[src/rtl/core/pig_ram.sv]
// Generic single-write, single-read RAM with registered read data.
module pig_ram #(
    parameter int WIDTH = 8,
    parameter int DEPTH = 256
) (
    input  logic                     i_clk,
    input  logic                     i_wr_en,
    input  logic [$clog2(DEPTH)-1:0] i_wr_addr,
    input  logic [WIDTH-1:0]         i_wr_data,
    input  logic                     i_rd_en,
    input  logic [$clog2(DEPTH)-1:0] i_rd_addr,
    output logic [WIDTH-1:0]         o_rd_data
);
    logic [WIDTH-1:0] r_mem [DEPTH];
    logic [WIDTH-1:0] r_rd_data;

    always_ff @(posedge i_clk) begin
        if (i_wr_en) begin
            r_mem[i_wr_addr] <= i_wr_data;
        end
        if (i_rd_en) begin
            r_rd_data <= r_mem[i_rd_addr];
        end
    end

    assign o_rd_data = r_rd_data;
endmodule

[config.mk]
export PLATFORM = sky130hd
export DESIGN_NAME = pig_ram
export DESIGN_NICKNAME = d
export VERILOG_FILES = /design/src/rtl/core/pig_ram.sv
export SDC_FILE = /design/constraint.sdc
export NUM_CORES = 2
export LEC_CHECK = 0
export ABC_CLOCK_PERIOD_IN_PS = 3400
export BUFFER_PORTS_ARGS = -buffer_cell sky130_fd_sc_hd__buf_4
export CORE_ASPECT_RATIO = 0.75
export CORE_UTILIZATION = 60
export CTS_CLUSTER_SIZE = 30
export DETAILED_ROUTE_END_ITERATION = 12
export PLACE_DENSITY_LB_ADDON = 0.2
export SYNTH_ARGS = -nofsm -noshare
export SYNTH_HDL_FRONTEND = slang
export SYNTH_SLANG_ARGS = --single-unit
[constraint.sdc]
create_clock -name i_clk -period 3.4 [get_ports i_clk]
set_input_delay 0.85 -clock i_clk [delete_from_list [all_inputs] [get_ports i_clk]]
set_output_delay 0.85 -clock i_clk [all_outputs]
set_load 0.02 [all_outputs]
==> out/qor.csv <==
metric,value,unit
port_buffers,34,
worstPathCellList,"buf_8, buf_12, buf_12, buf_4, mux4_2, a22oi_1, a21oi_1, nor4_1, nor4_2",
p_per_area,558,mW/mm2
row_count,115,
cts_resized,0,
cap_violations,0,
antenna_found_initial,8,
area_delta_synth_final,15.4,%
ir_drop,0.000504,V
p_int,40.3,mW
layout-drive-gt1-share,30.5,%
numClockSinks,2056,
root_buffer,clkbuf_16,
routed_via_density,6.67,
clockPowerShare,39.9,%
yosysUniqueCellTypes,54,
path_buf_inv,4,
crit_fanout,23,
drt_iter0_markers,6133,
insertion_delay,0.83,ns
start_kind,primary input,
crit_type,primary input to register,
wire_per_inst,32.1,um
worst_clock_skew,0.0237,ns
end_kind,register,
dpl_cell_area,0.0860,mm2
final_area,0.0919,mm2
vias,41500,
failed_checks,setup timing,
start_util,60.6,%
fp.dieArea,0.134,mm2
synthTopCellsByCount,"2056 x edfxtp_1, 454 x mux4_2, 282 x nor2_1",
setup_ws,-0.0285,ns
slew_violations,0,
p_sw,10.9,mW
synth_most_common_cell,edfxtp_1,
drc,0,
critical-path-slowest-cell,nor4_1,
yosysSeqAreaShare,77.5,%
setup_viol,1,
synthTopCellsByArea,"edfxtp_1 78%, mux4_2 13%, mux2i_1 1.7%, nor2_1 1.3%, a22oi_1 1.3%",
async_flop_share,0,%
synth_edf_count,2056,
die_height,318,um
power_frac_seq,54.6,%
pwr-share-comb,5.5,%
fmax,292,MHz
dr.pass1.iters,6,
cp-startpoint,i_rd_addr[0],
period_share,101,%
cp_slowest_stage_delay,1.11,ns
hold_violations,0,
grt_max_degree,110,
crit_path_end,o_rd_data[6]$_DFFE_PP_,
routabilityCongestion,0.860,
worstPathRequired,3.93,ns
dp_hpwl,126,mm
slew-limit-headroom,8.00,%
cts_tree,built,
worst_slew_pin_slew,1.37,ns
hold_path_class,primary input to register,
netlist_area,0.0796,mm2
cts_hold_buf,0,
grt_pass1_wl,288,mm
finalWirelength,200,mm
nets,4343,
rsz0062_at_grt,no,
clockBufferDepth,3,
fp.dieW,423,um
io_pins,35,
fin_util,69.9,%
coreArea,0.131,mm2
grt_pass1_vias,40300,
syn_inst,3733,
ys_ff_latch,2056,
synth_top_cell_area_share,77.5,%
synth_area_leader_cell,edfxtp_1,
path_clk_slew,0.06,ns
rr_startpoint,r_mem[211][6]$_DFFE_PP_,
ys.flop_type,edfxtp_1,
r2r_end,o_rd_data[6]$_DFFE_PP_,
grt_usage,30.1,%
antenna_left,0,
globalRouteOverflowTotal,0,
period_needed,3.43,ns
switching_share,21.3,%
p_leak,29.6,nW
cts_buffers,184,
synth.avg_cell_area,21.3,um2
yosysWarningCount,0,
reg2reg_setup_slack,0.48,ns
reg2regPathDepth,5,
fill_cells,7861,
cp.arrival,3.96,ns
critical_path_depth,9,
path_common_cell,buf_12,
status,"complete, but fails checks",
synth_nets,3760,
cpLargestDelayFamily,simple AND/OR/NAND/NOR gates,
h-tree-depth,4,
cts_setup_buffers,0,
==> worst register-to-register path, stage by stage (launching register included) <==
cell and delay, ns:
edfxtp_1 0.39, mux4_2 0.49, a22oi_1 0.34, a21oi_1 0.19
nor4_1 1.15, nor4_2 0.08
==> routing by layer <==
layer	wire (um)	share of wire, %	vias to the layer above	global-route usage [%]
li1	-	-	16900	-
met1	80000	40	21600	46.4
met2	92100	46	2716	44.5
met3	22800	11	296	6.28
met4	4770	2.4	4	8.29
met5	23	0.012	-	0
==> power by group through the flow <==
stage | registers (mW) | clock network [mW] | logic, mW
final | 28.0 | 20.4 | 2.82
after global routing | 28.0 | 21.5 | 2.95
after CTS | 28.0 | 20.6 | 2.81
after detailed placement | 28.5 | 0 | 2.80
after global placement | 28.5 | 0 | 2.76
after floorplan | 28.5 | 0 | 1.36
==> state kept, by name, indices dropped and copies added, names as in the netlist <==
signal	cells
r_mem	2048
o_rd_data	8
==> metrics by stage <==
step	power (mW)	cells	setup WS, ns	hold slack [ns]	TNS, ns
final	51.2	6222	-0.0285	0.350	-0.0285
after global routing	52.4	6220	0.0343	0.347	0
after CTS	51.4	6219	0.155	0.302	0
after detailed placement	31.3	5885	-0.731	1.16	-3.84
after global placement	31.3	5885	-0.774	1.10	-3.85
after floorplan	29.9	3733	0.474	0.864	0
==> cells by family after synthesis <==
group / share of synthesized area (%)
AND/OR/NAND/NOR: 2.63
flip-flops: 77.5
AO/OA/AOI/OAI: 3.42
buffers and inverters: 1.83
multiplexers: 14.6
==> worst min-delay path by stage <==
| stage | start | end | cells past startpoint |
|---|---|---|---|
| finish | i_wr_data[7] | r_mem[182][7]$_DFFE_PP_ | 1 |
| global route | i_wr_data[7] | r_mem[148][7]$_DFFE_PP_ | 1 |
| CTS | i_rd_en | o_rd_data[3]$_DFFE_PP_ | 1 |
| detailed placement | r_mem[106][0]$_DFFE_PP_ | o_rd_data[0]$_DFFE_PP_ | 6 |
| global placement | r_mem[106][7]$_DFFE_PP_ | o_rd_data[7]$_DFFE_PP_ | 6 |
| floorplan | r_mem[40][3]$_DFFE_PP_ | o_rd_data[3]$_DFFE_PP_ | 6 |
==> layout by cell type, fill, tap and decap left out, drive strengths merged, types with 34 or more instances in the layout <==
| cell type | Yosys | final |
|---|---|---|
| nand3 | 34 | 34 |
| o221ai | 47 | 47 |
| a21oi | 96 | 96 |
| mux2i | 134 | 134 |
| buf | 122 | 624 |
| edfxtp | 2056 | 2056 |
| clkinv | 1 | 84 |
| nor2 | 282 | 282 |
| a22oi | 133 | 133 |
| clkbuf | 111 | 234 |
| mux4 | 456 | 456 |
==> final cells by class <==
class	count	area [um2]	area share, %
timing repair buffer	630	5560	6.05
clock buffer	228	4810	5.24
clock inverter	106	1030	1.12
antenna	3	7.51	0.00817
inverter	2	7.51	0.00817
sequential	2056	61700	67.2
tap	1755	2200	2.39
multi-input combinational	1442	16500	18.0
Power figures use the tool's default switching activity.
